`src/sv/adc_group_sample_batcher_top_assert.svh`:
```
// Assertion macros for the ADC group sample batcher.
`ifndef ADC_GROUP_SAMPLE_BATCHER_TOP_ASSERT_SVH
`define ADC_GROUP_SAMPLE_BATCHER_TOP_ASSERT_SVH
// implication checked every clock outside reset
`define AGSB_ASSERT_IMPL(label, ante, cons) \
    label: assert property (@(posedge clk) disable iff (!rst_n) (ante) |-> (cons)) \
        else $error("assertion failed");
// next-cycle implication
`define AGSB_ASSERT_NEXT(label, ante, cons) \
    label: assert property (@(posedge clk) disable iff (!rst_n) (ante) |=> (cons)) \
        else $error("assertion failed");
`endif

```
`src/sv/agsb_pkg.sv`:
```
// Shared types and constants of the ADC group sample batcher.
package agsb_pkg;
    localparam int NUM_CHANNELS = 16;
    localparam int NUM_GROUPS   = 4;
    localparam int BATCH_MAX    = 16;
    localparam int SAMPLE_BITS  = 16;
    localparam int CH_W         = 4;
    localparam int FILL_W       = 4;
    localparam int STORE_DEPTH  = 256;
    localparam int STORE_AW     = 8;
    localparam int QDEPTH       = 4;
    localparam int QPTR_W       = 2;

    typedef enum logic [1:0] {OP_TICK = 2'd0, OP_SAMPLE = 2'd1, OP_READ = 2'd2,
                              OP_NONE = 2'd3} op_t;
    typedef enum logic [1:0] {KIND_START = 2'd0, KIND_BATCH = 2'd1,
                              KIND_REPLY = 2'd2, KIND_RSVD = 2'd3} kind_t;
    typedef enum logic [1:0] {REG_ENABLE = 2'd0, REG_MASKS = 2'd1,
                              REG_DIVIDERS = 2'd2, REG_SIZES = 2'd3} reg_idx_t;
    typedef enum logic [1:0] {ST_IDLE, ST_START, ST_BATCH, ST_EMIT} state_t;

    // classified work from the front end
    typedef struct packed {
        kind_t                   kind;
        logic [1:0]              grp;      // batch owner
        logic [CH_W-1:0]         ch;
        logic [SAMPLE_BITS-1:0]  value;    // reply value
        logic [FILL_W:0]         count;    // batch length when a flush, 0 none
        logic [NUM_GROUPS-1:0]   starts;   // groups to start, tick items
        logic                    has_out;
    } job_t;

    // result item
    typedef struct packed {
        kind_t                   kind;
        logic [1:0]              grp;
        logic [15:0]             mask;
        logic [CH_W-1:0]         ch;
        logic [SAMPLE_BITS-1:0]  value;
        logic                    last;
    } res_t;
endpackage

```
`src/sv/agsb_front.sv`:
```
// Front end: config registers, item classification, counter, fill counts.
module agsb_front import agsb_pkg::*; (
    input  logic                   clk,
    input  logic                   rst_n,
    input  logic                   cfg_valid,
    output logic                   cfg_ready,
    input  logic [1:0]             cfg_index,
    input  logic [63:0]            cfg_data,
    input  logic                   in_take,
    input  logic [1:0]             opcode,
    input  logic [CH_W-1:0]        channel,
    input  logic [15:0]            raw_value,
    input  logic                   batch_done,
    output logic                   busy,
    output logic                   st_we,
    output logic [STORE_AW-1:0]    st_waddr,
    output logic [SAMPLE_BITS-1:0] st_wdata,
    output logic                   job_valid,
    output job_t                   job,
    output logic [63:0]            masks
);
    logic [NUM_GROUPS-1:0]  enable_reg;
    logic [63:0]            masks_reg;
    logic [31:0]            div_reg;
    logic [19:0]            size_reg;
    logic [15:0]            counter_reg;
    logic [FILL_W-1:0]      fill_reg   [NUM_CHANNELS];
    logic [SAMPLE_BITS-1:0] latest_reg [NUM_CHANNELS];
    logic [7:0]             res_reg    [NUM_GROUPS];   // counter mod divider
    logic                   rem_busy_reg;
    logic [3:0]             rem_step_reg;
    logic                   batch_pend_reg;

    logic [15:0]            cnt_next;
    logic [NUM_GROUPS-1:0]  starts;
    logic [1:0]             owner;
    logic                   owned;
    logic [FILL_W:0]        fill_inc;
    logic [FILL_W:0]        size_g;
    logic                   flush;
    logic [2:0]             i;
    logic                   cfg_we;
    logic [7:0]             div_eff    [NUM_GROUPS];
    logic [7:0]             res_tick   [NUM_GROUPS];
    logic [8:0]             rem_shift  [NUM_GROUPS];
    logic [7:0]             res_fold   [NUM_GROUPS];

    assign masks     = masks_reg;
    assign cnt_next  = counter_reg + 16'd1;
    assign cfg_ready = !rem_busy_reg;
    assign cfg_we    = cfg_valid && !rem_busy_reg;
    assign busy      = rem_busy_reg || batch_pend_reg;

    // residues follow the counter; a divider write rebuilds them bit by bit
    always_comb
    begin
        for (int g = 0; g < NUM_GROUPS; g++)
        begin
            div_eff[g] = (div_reg[8*g +: 8] == 8'd0) ? 8'd1 : div_reg[8*g +: 8];
            if ((cnt_next == 16'd0) || (res_reg[g] + 8'd1 == div_eff[g]))
            begin
                res_tick[g] = 8'd0;
            end
            else
            begin
                res_tick[g] = res_reg[g] + 8'd1;
            end
            starts[g] = enable_reg[g] && (res_tick[g] == 8'd0);
            // shift in the next counter bit, subtract the divider if it fits
            rem_shift[g] = {res_reg[g], counter_reg[4'd15 - rem_step_reg]};
            if (rem_shift[g] >= {1'b0, div_eff[g]})
            begin
                res_fold[g] = 8'(rem_shift[g] - {1'b0, div_eff[g]});
            end
            else
            begin
                res_fold[g] = rem_shift[g][7:0];
            end
        end
    end

    // lowest enabled group holding the channel
    always_comb
    begin
        owner = 2'd0;
        owned = 1'b0;
        i     = 3'd0;
        for (int g = NUM_GROUPS - 1; g >= 0; g--)
        begin
            if (enable_reg[g] && masks_reg[16*g + int'(channel)])
            begin
                owner = 2'(g);
                owned = 1'b1;
            end
        end
        i        = 3'(owner);
        size_g   = size_reg[5*owner +: 5];
        if (size_g == 5'd0)
        begin
            size_g = 5'd1;
        end
        if (size_g > 5'(BATCH_MAX))
        begin
            size_g = 5'(BATCH_MAX);
        end
        fill_inc = {1'b0, fill_reg[channel]} + 5'd1;
        flush    = (fill_inc >= size_g);
    end

    always_comb
    begin
        job           = '0;
        job.kind      = KIND_START;
        job.ch        = channel;
        job.grp       = owner;
        job_valid     = in_take && (opcode != OP_NONE);
        st_we         = 1'b0;
        st_waddr      = {channel, fill_reg[channel]};
        st_wdata      = raw_value[SAMPLE_BITS-1:0];
        case (op_t'(opcode))
            OP_TICK:
            begin
                job.starts  = starts;
                job.has_out = |starts;
            end
            OP_SAMPLE:
            begin
                job.kind    = KIND_BATCH;
                st_we       = in_take && owned;
                job.count   = (owned && flush) ? fill_inc : '0;
                job.has_out = owned && flush;
            end
            OP_READ:
            begin
                job.kind    = KIND_REPLY;
                job.grp     = 2'd0;
                job.value   = latest_reg[channel];
                job.has_out = 1'b1;
            end
            default:
            begin
                job_valid = 1'b0;
            end
        endcase
        // drop jobs without results
        if (!job.has_out)
        begin
            job_valid = 1'b0;
        end
        if (i > 3'(NUM_GROUPS))
        begin
            job_valid = 1'b0;
        end
    end

    always_ff @(posedge clk or negedge rst_n)
    begin
        if (!rst_n)
        begin
            enable_reg     <= '0;
            masks_reg      <= '0;
            div_reg        <= 32'h0101_0101;
            size_reg       <= 20'h08421;
            counter_reg    <= '0;
            rem_busy_reg   <= 1'b0;
            rem_step_reg   <= '0;
            batch_pend_reg <= 1'b0;
            for (int c = 0; c < NUM_CHANNELS; c++)
            begin
                fill_reg[c]   <= '0;
                latest_reg[c] <= '0;
            end
            for (int g = 0; g < NUM_GROUPS; g++)
            begin
                res_reg[g] <= '0;
            end
        end
        else
        begin
            // hold input off while a flush still reads the store
            if (batch_done)
            begin
                batch_pend_reg <= 1'b0;
            end
            else if (job_valid && (op_t'(opcode) == OP_SAMPLE))
            begin
                batch_pend_reg <= 1'b1;
            end
            if (cfg_we)
            begin
                case (reg_idx_t'(cfg_index))
                    REG_ENABLE:   enable_reg <= cfg_data[NUM_GROUPS-1:0];
                    REG_MASKS:    masks_reg  <= cfg_data;
                    REG_DIVIDERS: div_reg    <= cfg_data[31:0];
                    REG_SIZES:    size_reg   <= cfg_data[19:0];
                    default:      enable_reg <= enable_reg;
                endcase
                for (int c = 0; c < NUM_CHANNELS; c++)
                begin
                    fill_reg[c] <= '0;
                end
                if (reg_idx_t'(cfg_index) == REG_DIVIDERS)
                begin
                    rem_busy_reg <= 1'b1;
                    rem_step_reg <= '0;
                    for (int g = 0; g < NUM_GROUPS; g++)
                    begin
                        res_reg[g] <= '0;
                    end
                end
            end
            else if (rem_busy_reg)
            begin
                for (int g = 0; g < NUM_GROUPS; g++)
                begin
                    res_reg[g] <= res_fold[g];
                end
                rem_step_reg <= rem_step_reg + 4'd1;
                if (rem_step_reg == 4'd15)
                begin
                    rem_busy_reg <= 1'b0;
                end
            end
            else if (in_take)
            begin
                if (opcode == OP_TICK)
                begin
                    counter_reg <= cnt_next;
                    for (int g = 0; g < NUM_GROUPS; g++)
                    begin
                        res_reg[g] <= res_tick[g];
                    end
                end
                else if (opcode == OP_SAMPLE)
                begin
                    latest_reg[channel] <= raw_value[SAMPLE_BITS-1:0];
                    if (owned)
                    begin
                        fill_reg[channel] <= flush ? '0 : fill_inc[FILL_W-1:0];
                    end
                end
            end
        end
    end
endmodule

```
`config.mk`:
```
export PLATFORM = sky130hd
export DESIGN_NAME = agsb_front
export DESIGN_NICKNAME = d
export VERILOG_FILES = /design/src/sv/adc_group_sample_batcher_top_assert.svh /design/src/sv/agsb_pkg.sv /design/src/sv/agsb_front.sv
export SDC_FILE = /design/constraint.sdc
export NUM_CORES = 1
export LEC_CHECK = 0
export BUFFER_PORTS_ARGS = -buffer_cell sky130_fd_sc_hd__buf_2
export CAP_MARGIN = 10
export CORE_ASPECT_RATIO = 2
export CORE_MARGIN = 8
export CORE_UTILIZATION = 55
export DETAILED_ROUTE_END_ITERATION = 10
export HOLD_SLACK_MARGIN = 0.1
export PLACE_DENSITY_LB_ADDON = 0.2
export SETUP_SLACK_MARGIN = 0.2
export SLEW_MARGIN = 20
export SYNTH_ARGS = -nofsm -noshare
export SYNTH_HDL_FRONTEND = slang
export SYNTH_SLANG_ARGS = --single-unit
```
`constraint.sdc`:
```
create_clock -name clk -period 5.3 [get_ports clk]
set_input_delay 0.265 -clock clk [delete_from_list [all_inputs] [get_ports clk]]
set_output_delay 0.265 -clock clk [all_outputs]
set_load 0.05 [all_outputs]
```
==> key figures, run 1 <==
Timing
  – RSZ-0062 raised after global routing: true
  – Total count of max-transition violations in the final report: 0
  – Final Hold Fails: 0
  – Transition time at the pin with the least slew margin: 1.06 ns
  – Part of the cycle the worst path needs: 0.956
  – Final sum of negative setup slack: 0 ns
  – Worst relative slew slack: 0.291
  – Worst hold slack across all endpoints: 0.134 ns
  – Final setup violating endpoints: 0
  – Setup skew after layout: 0.0465 ns
  – Highest achievable clock rate: 197 MHz
  – Period minus WS final: 5.07 ns

Synthesis
  – Sequential element share of the synthesized area: 0.467
  – Mean Syn Cell Area: 12.4 um^2
  – Proportion of netlist area held by the largest area contributor: 0.459
  – Cell types occupying the most area after synthesis: dfrtp_1, mux2_2, mux4_2
  – Post-Synthesis Cell Area: 26500 um^2
  – Cell type contributing the most total cell area after synthesis: dfrtp_1
  – Count of cell types in the netlist: 83
  – Gate count of the mapped netlist: 2133
  – Total of flip-flops plus latches after synthesis: 494
  – Net count after synthesis: 2274
  – Post-synth top flop: dfrtp_1
  – Synthesis Warnings: 0
  – Async SR Flop Fraction: 1.00
  – Number of synthesized flops with an enable pin: 0

Routing
  – WL/cell: 23.1 um
  – First-iteration detailed-routing DRC count: 1229
  – Residual DRC: 0
  – Total Routed Length: 70300 um
  – DRT Pass-1 Iters: 5
  – Total via count after detailed routing: 18241
  – Number of vias per cell after detailed routing: 5.99
  – Post-route antenna net violation count: 0

Worst setup path
  – Data arrival at the endpoint of the critical path: 4.80 ns
  – Critical path start-end classification: flop to primary output
  – Nature of the critical path endpoint: primary output
  – Setup crit start kind: flop
  – Maximum fanout encountered on the critical timing path: 5
  – Req. time, crit path: 5.04 ns

Power and ir drop
  – Peak ir drop on the vdd network: 481 uV
  – Static power due to leakage: 0.0142 uW
  – Net switching power of the design: 6570 uW
  – Clk pwr share: 0.226
  – Fraction of power spent switching nets: 0.399
  – Fraction of power consumed by sequential logic: 0.343
  – Total power divided by cell area: 535 nW/um^2
  – Internal power: 9900 uW
  – Combinational share of power: 0.431

Clock network
  – Insertion delay of the later-clocked pin in the worst-skew pair: 0.61 ns
  – Clock tree buffer depth: 3
  – CTS tree: done
  – TritonCTS Buffers: 46
  – Number of clock sinks: 494
  – Number of H-tree levels: 2
  – CTS root buffer: clkbuf_16
  – Clk slew on worst S/H paths: 0.07 ns

Global routing
  – Total global-route track usage: 0.257
  – Vias in the first global route: 19280
  – Maximum number of pins on one net before global-route repair: 136
  – Initial antenna violation count: 5
  – First-pass GRT wire length: 112000 um
  – Total gr overflow: 0

Floorplan
  – Count of pins on the block boundary: 219
  – Die Ht: 326 um
  – Initial core utilization: 0.553
  – Die span in x: 171 um
  – FP Rows: 114
  – Core area: 47900 um^2
  – Die Footprint: 55900 um^2

Final layout
  – Final design area excluding fillers: 30800 um^2
  – Most common cell after layout, fill and taps aside: dfrtp_1
  – Multi-input combinational cell area: 13300 um^2
  – Layout cell share with drive strength beyond 1: 0.389
  – FILL cells: 3709
  – Most frequent cells in the layout: dfrtp_1, mux2_2, buf_2
  – Max FFs per register: 256
  – Post-layout nets: 2508
  – Area growth from synthesis to final layout: 16.2%
  – Total area of sequential cells: 12400 um^2

Placed design
  – Port Buffer Count: 218
  – Placed Area: 28100 um^2
  – Global placement routability congestion: 0.910
  – Half-perimeter wire length of the detailed placement result: 46900 um

Status
  – Run status: complete, no violations

Job
  – Number of maximum-capacitance violations: 0

Worst hold path
  – Worst min path class: primary input to flop
layer usage:
layer  track usage  vias up  wire, um
met3        0.0484      111      4560
met2         0.407      561     33900
met1         0.352     9338     29800
met5             0        -        22
met4        0.0849        4      1980
li1              -     8227         -
kinds of logic (layout without fill, tap and decap cells):
kind of cell	Yosys count	count (layout)	share of synthesized area
flops	494	494	0.467
xor+xnor	78	78	0.0258
fa+ha+maj	48	48	0.0238
mux	584	584	0.293
simple gates	471	471	0.0925
other cells	0	4	0
buf+inv	211	481	0.0365
compound gates	247	247	0.0614
final timing paths:
kind	from	endpoint	slack, ns	cells after the start
setup reg to reg	masks[30]	batch_pend_reg	0.66	21
max in group asynchronous	rst_n	latest_reg[69]	3.54	3
hold / removal	raw_value[2]	latest_reg[50]	0.13	2
setup / recovery	masks[30]	job_valid	0.23	21
hold reg to reg	latest_reg[166]	latest_reg[166]	0.50	1
min in group asynchronous	rst_n	latest_reg[235]	0.35	2
cells in the mapped netlist, drive strengths merged (9+ instances only):
cell type and n:
o21ai 87, nand3 33, a31oi 11, mux2 394, nor2b 19, mux4 112, nand4 21, nor2 99
clkbuf 89, dfrtp 486, mux2i 78, buf 72, a21oi 44, inv 50, xor2 23, nand2 147
ha 44, nand2b 30, a221oi 11, nor4 18, and2 25, and3 16, xnor2 55, a21o 17
o31ai 9, nor3 32
worst max-delay path, stage by stage, from the launching register on:
cell	delay (ns)
dfrtp_2	0.47
mux4_2	0.50
mux2i_1	0.15
buf_4	0.14
o22ai_4	0.07
a211o_4	0.31
buf_6	0.15
mux2i_1	0.12
mux2i_2	0.22
a211oi_2	0.08
o21a_1	0.20
ha_1	0.29
nand2b_4	0.14
a21o_1	0.15
a21o_1	0.16
a21o_1	0.16
a21oi_2	0.16
nor3_2	0.07
nand2b_4	0.18
o41a_1	0.15
and3_4	0.20
buf_8	0.14
through the flow:
step	setup WS [ns]	utilization	cells	total power (uW)
after floorplan	0.288	-	2133	10600
after global placement	0.332	0.587	2876	12400
after detailed placement	0.254	0.587	2876	12500
after CTS	0.189	0.640	3038	16400
after global routing	0.0931	0.642	3042	17400
final	0.233	0.642	3045	16500
what timing repair did:
item,in CTS,in global routing
pin swaps,12,8
buffers inserted,9,3
gates cloned,0,0
gates resized for setup,20,21
hold endpoints to repair,265,0
hold buffers,69,0
setup endpoints to repair,7,7
layout make-up:
type / count / area share
multi-input combinational: 1428 / 0.433
sequential: 494 / 0.402
timing repair buffer: 347 / 0.0774
clock buffer: 59 / 0.0409
tap: 638 / 0.0259
clock inverter: 25 / 0.0143
inverter: 50 / 0.00610
antenna: 4 / 0.000325
power by group through the flow:
stage | Clock (uW) | Sequential [uW] | Combinational (uW)
floorplan | 0 | 6060 | 4540
global placement | 0 | 5650 | 6710
detailed placement | 0 | 5680 | 6800
CTS | 3790 | 5620 | 7030
global route | 3930 | 5750 | 7740
finish | 3720 | 5640 | 7100
Note: power is estimated with default switching activity, not from simulation.
==> run 2: changes to the inputs <==
--- a/config.mk
+++ b/config.mk
@@ -7,9 +7,11 @@
 export LEC_CHECK = 0
 export BUFFER_PORTS_ARGS = -buffer_cell sky130_fd_sc_hd__buf_2
 export CAP_MARGIN = 10
+export CELL_PAD_IN_SITES_DETAIL_PLACEMENT = 1
+export CELL_PAD_IN_SITES_GLOBAL_PLACEMENT = 2
 export CORE_ASPECT_RATIO = 2
 export CORE_MARGIN = 8
-export CORE_UTILIZATION = 55
+export CORE_UTILIZATION = 42
 export DETAILED_ROUTE_END_ITERATION = 10
 export HOLD_SLACK_MARGIN = 0.1
 export PLACE_DENSITY_LB_ADDON = 0.2
==> key figures, run 2 (synthesis results as in run 1) <==
Timing
  – Part of the cycle the worst path needs: 0.958 (was 0.956)
  – Final sum of negative setup slack: 0 ns (unchanged)
  – Transition time at the pin with the least slew margin: 1.16 ns (was 1.06 ns)
  – Final setup violating endpoints: 0 (unchanged)
  – Total count of max-transition violations in the final report: 0 (unchanged)
  – Period minus WS final: 5.08 ns (was 5.07 ns)
  – Setup skew after layout: 0.0332 ns (was 0.0465 ns)
  – Worst relative slew slack: 0.224 (was 0.291)
  – Final Hold Fails: 0 (unchanged)
  – RSZ-0062 raised after global routing: true (unchanged)
  – Highest achievable clock rate: 197 MHz (about the same)

Final layout
  – Most frequent cells in the layout: dfrtp_1, mux2_2, buf_2 (unchanged)
  – Total area of sequential cells: 12400 um^2 (about the same)
  – FILL cells: 6451 (was 3709)
  – Most common cell after layout, fill and taps aside: dfrtp_1 (unchanged)
  – Post-layout nets: 2531 (was 2508)
  – Layout cell share with drive strength beyond 1: 0.396 (was 0.389)
  – Multi-input combinational cell area: 13400 um^2 (was 13300 um^2)
  – Max FFs per register: 256 (unchanged)
  – Final design area excluding fillers: 31200 um^2 (was 30800 um^2)
  – Area growth from synthesis to final layout: 17.7% (was 16.2%)

Worst setup path
  – Nature of the critical path endpoint: primary output (unchanged)
  – Data arrival at the endpoint of the critical path: 4.81 ns (was 4.80 ns)
  – Req. time, crit path: 5.04 ns (about the same)
  – Critical path start-end classification: flop to primary output (unchanged)
  – Maximum fanout encountered on the critical timing path: 6 (was 5)
  – Setup crit start kind: flop (unchanged)

Floorplan
  – Die span in x: 194 um (was 171 um)
  – Die Footprint: 71800 um^2 (was 55900 um^2)
  – Die Ht: 371 um (was 326 um)
  – Initial core utilization: 0.423 (was 0.553)
  – FP Rows: 130 (was 114)
  – Count of pins on the block boundary: 219 (unchanged)
  – Core area: 62600 um^2 (was 47900 um^2)

Routing
  – DRT Pass-1 Iters: 4 (was 5)
  – First-iteration detailed-routing DRC count: 839 (was 1229)
  – Total Routed Length: 86400 um (was 70300 um)
  – WL/cell: 26.8 um (was 23.1 um)
  – Total via count after detailed routing: 18574 (was 18241)
  – Post-route antenna net violation count: 0 (unchanged)
  – Residual DRC: 0 (unchanged)
  – Number of vias per cell after detailed routing: 5.76 (was 5.99)

Placed design
  – Half-perimeter wire length of the detailed placement result: 61300 um (was 46900 um)
  – Placed Area: 28400 um^2 (was 28100 um^2)
  – Port Buffer Count: 218 (unchanged)
  – Global placement routability congestion: 0.866 (was 0.910)

Power and ir drop
  – Net switching power of the design: 7080 uW (was 6570 uW)
  – Static power due to leakage: 0.0143 uW (was 0.0142 uW)
  – Combinational share of power: 0.447 (was 0.431)
  – Fraction of power consumed by sequential logic: 0.330 (was 0.343)
  – Fraction of power spent switching nets: 0.412 (was 0.399)
  – Clk pwr share: 0.224 (was 0.226)
  – Internal power: 10100 uW (was 9900 uW)
  – Total power divided by cell area: 551 nW/um^2 (was 535 nW/um^2)
  – Peak ir drop on the vdd network: 274 uV (was 481 uV)

Clock network
  – Clk slew on worst S/H paths: 0.06 ns (was 0.07 ns)
  – Number of clock sinks: 494 (unchanged)
  – CTS tree: done (unchanged)
  – Number of H-tree levels: 2 (unchanged)
  – TritonCTS Buffers: 49 (was 46)
  – Insertion delay of the later-clocked pin in the worst-skew pair: 0.61 ns (about the same)
  – CTS root buffer: clkbuf_16 (unchanged)
  – Clock tree buffer depth: 3 (unchanged)

Job
  – Number of maximum-capacitance violations: 0 (unchanged)

Global routing
  – First-pass GRT wire length: 133000 um (was 112000 um)
  – Initial antenna violation count: 2 (was 5)
  – Total global-route track usage: 0.240 (was 0.257)
  – Maximum number of pins on one net before global-route repair: 162 (was 136)
  – Vias in the first global route: 21098 (was 19280)
  – Total gr overflow: 0 (unchanged)

Status
  – Run status: complete, no violations (unchanged)

Worst hold path
  – Worst min path class: primary input to flop (unchanged)
[run 2: changes by cell type in the layout (fill, tap and decap cells not counted), sizes merged]
cell and change:
diode -3, clkinvlp +2, clkbuf +9, dlygate4sd3 -1, buf +20, inv -1, a211o +1, clkinv -1
bufinv -2
[run 2: repair_timing]
item / CTS / global route
gates resized for setup: 27 / 25
hold endpoints to repair: 219 / 0
gates cloned: 1 / 0
setup buffers: 7 / 5
pin swaps: 11 / 11
hold buffers: 68 / 0
setup endpoints to repair: 7 / 7
[run 2: worst max-delay path: stages (launching register included)]
cell      delay (ns)
dfrtp_2         0.45
mux4_2          0.50
mux2i_4         0.21
o22ai_4         0.13
a211o_4         0.39
mux2i_1         0.24
nand2_1         0.13
a211oi_2        0.22
o21a_1          0.17
ha_1            0.23
nand2b_4        0.14
a21o_1          0.17
a21o_1          0.15
a21o_1          0.16
a21oi_2         0.20
nor3_2          0.07
nand2b_4        0.19
o41a_1          0.12
and3_4          0.18
buf_8           0.14
[run 2: power groups by stage]
stage | sequential, uW | combinational [uW] | clock, uW
after floorplan | 6060 | 4540 | 0
after global placement | 5660 | 7180 | 0
after detailed placement | 5710 | 7330 | 0
after CTS | 5650 | 7610 | 3950
after global routing | 5780 | 8320 | 4060
final | 5660 | 7670 | 3840
[run 2: cell type report]
type,count,area share
timing repair buffer,366,0.0789
inverter,50,0.00602
sequential,494,0.397
tap,792,0.0318
multi-input combinational,1429,0.430
clock buffer,68,0.0448
antenna,1,0.0000803
clock inverter,23,0.0114
[run 2: worst paths after layout]
path / cells past startpoint / start / endpoint / slack (ns)
max reg2reg: 20 / masks[22] / batch_pend_reg / 0.51
max in group asynchronous: 3 / rst_n / latest_reg[104] / 3.52
min: 2 / raw_value[4] / latest_reg[20] / 0.12
max: 19 / masks[22] / job_valid / 0.22
min reg2reg: 1 / latest_reg[229] / latest_reg[229] / 0.50
min in group asynchronous: 2 / rst_n / rem_shift[3] / 0.27
[run 2: metrics by stage]
step	hold WS [ns]	cells	utilization	power, uW	setup slack, ns
finish	0.125	3223	0.498	17200	0.222
global route	0.136	3222	0.498	18200	0.0276
CTS	0.101	3217	0.496	17200	0.219
detailed placement	0.383	3050	0.454	13000	0.211
global placement	0.370	3050	0.454	12800	0.188
floorplan	-0.0306	2133	-	10600	0.288
[run 2: layer usage]
| layer | vias up | part of all wire | track usage |
|---|---|---|---|
| met2 | 391 | 0.56 | 0.467 |
| li1 | 8273 | - | - |
| met4 | 0 | 0.046 | 0.100 |
| met1 | 9750 | 0.36 | 0.256 |
| met3 | 160 | 0.032 | 0.0304 |
| met5 | - | 0 | 0 |
==> run 3: changes to the inputs <==
--- a/config.mk
+++ b/config.mk
@@ -5,13 +5,14 @@
 export SDC_FILE = /design/constraint.sdc
 export NUM_CORES = 1
 export LEC_CHECK = 0
+export ABC_AREA = 1
 export BUFFER_PORTS_ARGS = -buffer_cell sky130_fd_sc_hd__buf_2
 export CAP_MARGIN = 10
 export CELL_PAD_IN_SITES_DETAIL_PLACEMENT = 1
 export CELL_PAD_IN_SITES_GLOBAL_PLACEMENT = 2
 export CORE_ASPECT_RATIO = 2
 export CORE_MARGIN = 8
-export CORE_UTILIZATION = 42
+export CORE_UTILIZATION = 36
 export DETAILED_ROUTE_END_ITERATION = 10
 export HOLD_SLACK_MARGIN = 0.1
 export PLACE_DENSITY_LB_ADDON = 0.2
==> key figures, run 3 <==
Synthesis
  – Synthesis Warnings: 0 (unchanged)
  – Sequential element share of the synthesized area: 0.488 (was 0.467)
  – Mean Syn Cell Area: 8.11 um^2 (was 12.4 um^2)
  – Total of flip-flops plus latches after synthesis: 494 (unchanged)
  – Cell types occupying the most area after synthesis: dfrtp_1, nand2_1, o21ai_0 (was dfrtp_1, mux2_2, mux4_2)
  – Count of cell types in the netlist: 45 (was 83)
  – Number of synthesized flops with an enable pin: 0 (unchanged)
  – Net count after synthesis: 3271 (was 2274)
  – Async SR Flop Fraction: 1.00 (unchanged)
  – Gate count of the mapped netlist: 3130 (was 2133)
  – Top-count cell post-synth: nand2_1 (was dfrtp_1)
  – Post-synth top flop: dfrtp_1 (unchanged)
  – Post-Synthesis Cell Area: 25400 um^2 (was 26500 um^2)
  – Proportion of netlist area held by the largest area contributor: 0.479 (was 0.459)
  – Cell type contributing the most total cell area after synthesis: dfrtp_1 (unchanged)
  – Top cells by instance count after synthesis: nand2_1, o21ai_0, dfrtp_1 (was dfrtp_1, mux2_2, nand2_1)

Worst setup path
  – Critical path's most frequent cell: nand2_1 (was a21o_1)
  – Slowest library cell on the worst path: buf_4 (was mux4_2)
  – Req. time, crit path: 5.04 ns (about the same)
  – Worst path cell trace: buf_2 -> nand2_2 -> clkinv_2 -> buf_4 -> a22oi_1 -> nand2_1 -> nand2_1 -> nand4_1 -> ha_1 -> and2_1 -> nand2_1 -> inv_1 -> ha_1 -> nand2_1 -> inv_1 -> nand4_1 -> and3_1 -> nor2_4 -> nand2_2 -> nor2_1 -> buf_12 (was mux4_2 -> mux2i_4 -> o22ai_4 -> a211o_4 -> mux2i_1 -> nand2_1 -> a211oi_2 -> o21a_1 -> ha_1 -> nand2b_4 -> a21o_1 -> a21o_1 -> a21o_1 -> a21oi_2 -> nor3_2 -> nand2b_4 -> o41a_1 -> and3_4 -> buf_8)
  – Nature of the critical path endpoint: primary output (unchanged)
  – Critical path start-end classification: primary input to primary output (was flop to primary output)
  – Data arrival at the endpoint of the critical path: 4.45 ns (was 4.81 ns)
  – CP max stage delay: 0.38 ns (was 0.50 ns)
  – Maximum fanout encountered on the critical timing path: 27 (was 6)
  – Setup crit start kind: primary input (was flop)

Placed design
  – Half-perimeter wire length of the detailed placement result: 72500 um (was 61300 um)
  – Port Buffer Count: 218 (unchanged)
  – Placed cell count: 4110 (was 3050)
  – Global placement routability congestion: 0.900 (was 0.866)

Timing
  – RSZ-0062 raised after global routing: false (was true)
  – Transition time at the pin with the least slew margin: 0.960 ns (was 1.16 ns)
  – Period minus WS final: 4.71 ns (was 5.08 ns)
  – Final Hold Fails: 0 (unchanged)
  – Highest achievable clock rate: 212 MHz (was 197 MHz)
  – Final setup violating endpoints: 0 (unchanged)
  – Setup skew after layout: 0.0284 ns (was 0.0332 ns)
  – Part of the cycle the worst path needs: 0.889 (was 0.958)
  – Worst relative slew slack: 0.354 (was 0.224)
  – Worst hold slack across all endpoints: 0.132 ns (was 0.125 ns)
  – Total count of max-transition violations in the final report: 0 (unchanged)

Floorplan
  – Die Ht: 391 um (was 371 um)
  – Die span in x: 204 um (was 194 um)
  – Core area: 69800 um^2 (was 62600 um^2)
  – Die Footprint: 79700 um^2 (was 71800 um^2)
  – FP Rows: 137 (was 130)
  – Initial core utilization: 0.364 (was 0.423)
  – Count of pins on the block boundary: 219 (unchanged)

Routing
  – Total via count after detailed routing: 23403 (was 18574)
  – WL/cell: 23.8 um (was 26.8 um)
  – Residual DRC: 0 (unchanged)
  – First-iteration detailed-routing DRC count: 1110 (was 839)
  – Number of vias per cell after detailed routing: 5.49 (was 5.76)
  – Post-route antenna net violation count: 0 (unchanged)
  – DRT Pass-1 Iters: 5 (was 4)
  – Total Routed Length: 102000 um (was 86400 um)

Global routing
  – Vias in the first global route: 25585 (was 21098)
  – Maximum number of pins on one net before global-route repair: 136 (was 162)
  – Total gr overflow: 0 (unchanged)
  – First-pass GRT wire length: 156000 um (was 133000 um)
  – Initial antenna violation count: 3 (was 2)
  – Total global-route track usage: 0.253 (was 0.240)

Clock network
  – Clk slew on worst S/H paths: 0.07 ns (was 0.06 ns)
  – Number of clock sinks: 494 (unchanged)
  – Total setup buffers inserted after CTS: 0 (was 7)
  – TritonCTS Buffers: 48 (was 49)
  – Insertion delay of the later-clocked pin in the worst-skew pair: 0.61 ns (about the same)
  – CTS tree: done (unchanged)
  – Number of H-tree levels: 2 (unchanged)
  – Clock tree buffer depth: 3 (unchanged)
  – CTS root buffer: clkbuf_16 (unchanged)

Status
  – Run status: complete, no violations (unchanged)

Power and ir drop
  – Total power divided by cell area: 568 nW/um^2 (was 551 nW/um^2)
  – Peak ir drop on the vdd network: 324 uV (was 274 uV)
  – Static power due to leakage: 0.0140 uW (was 0.0143 uW)

Final layout
  – Final core utilization: 0.423 (was 0.498)
  – Layout Cells excl Fill: 4264 (was 3223)
  – Max FFs per register: 256 (unchanged)
  – Most common cell after layout, fill and taps aside: nand2_1 (was dfrtp_1)
  – Post-layout nets: 3464 (was 2531)
  – Layout cell share with drive strength beyond 1: 0.126 (was 0.396)
  – Area growth from synthesis to final layout: 16.4% (was 17.7%)
  – Most frequent cells in the layout: nand2_1, o21ai_0, dfrtp_1 (was dfrtp_1, mux2_2, buf_2)

Worst hold path
  – Worst min path class: primary input to flop (unchanged)

Job
  – Number of maximum-capacitance violations: 0 (unchanged)
==> run 3: changes by cell type after synthesis, moves of 29 or more <==
cell,change
a21oi_1,+68
mux2i_1,-78
nand3_1,+127
a22oi_1,+173
inv_1,+196
nand2b_1,-29
nand2_1,+701
xnor2_1,-40
o21ai_0,+402
mux2_2,-362
clkbuf_1,+42
nor2_1,+48
mux4_2,-107
==> run 3: kinds of logic after synthesis <==
family,after synthesis,synth area share
muxes,32,0.0142
and+or+nand+nor,1234,0.199
AOI/OAI and AO/OA,840,0.190
DFF,494,0.488
adders and majority gates,48,0.0249
buffers and inverters,445,0.0715
xor gates and xnor gates,37,0.0133
==> run 3: cell type report <==
type,count,area [um^2]
Clock inverter,26,292
Fill cell,8412,40200
Clock buffer,61,1340
Sequential cell,494,12400
Inverter,251,943
Multi-Input combinational cell,2191,11200
Antenna cell,1,2.50
Timing Repair Buffer,337,2230
Tap cell,903,1130
==> run 3: routing by layer <==
layer,routed length [um],up-vias,global-route usage
met3,3620,227,0.0318
met5,0,-,0
met1,37800,11780,0.271
met4,5660,0,0.129
li1,-,10866,-
met2,54500,530,0.475
==> run 3: final timing paths <==
| kind | start | to | slack (ns) | depth (start not counted) |
|---|---|---|---|---|
| worst max-delay path | channel[1] | job[8] | 0.59 | 21 |
| worst min-delay path | cfg_data[0] | masks[0] | 0.13 | 3 |
| worst max register to register | masks[37] | fill_reg[4] | 0.88 | 23 |
| worst min register to register | latest_reg[227] | latest_reg[227] | 0.49 | 2 |
| max in group asynchronous | rst_n | latest_reg[39] | 3.65 | 3 |
| min in group asynchronous | rst_n | rem_shift[7] | 0.19 | 2 |
==> run 3: power breakdown <==
| group | internal, uW | total, uW | leakage (uW) | switching, uW |
|---|---|---|---|---|
| Sequential | 4600 | 5660 | 0.00660 | 1060 |
| Clock | 2000 | 3650 | 0.000787 | 1650 |
| Combinational | 2440 | 7470 | 0.00659 | 5020 |
| Total | 9040 | 16800 | 0.0140 | 7730 |
==> run 3: worst max-delay path: cells and delay by family <==
family	cells	cell delay (ns)
simple gates	12	2.07
buf+inv	6	1.20
fa+ha+maj	2	0.69
compound gates	1	0.20
==> run 3: timing repair <==
item	in CTS	in global routing
hold endpoints to repair	170	0
endpoints found under the setup margin	7	7
gates resized for setup	5	4
hold buffers	66	0
==> run 3: through the flow <==
| stage | cell area (um^2) | setup TNS (ns) | power (uW) | setup slack [ns] |
|---|---|---|---|---|
| 3_5_place_dp | 27200 | -1.41 | 13100 | -0.203 |
| 4_1_cts | 29500 | 0 | 16900 | 0.320 |
| 5_1_grt | 29500 | 0 | 18000 | 0.251 |
| 6_report | 29500 | 0 | 16800 | 0.586 |
| 3_3_place_gp | 27200 | 0 | 12900 | 0.122 |
| 2_1_floorplan | 25400 | 0 | 10600 | 1.01 |
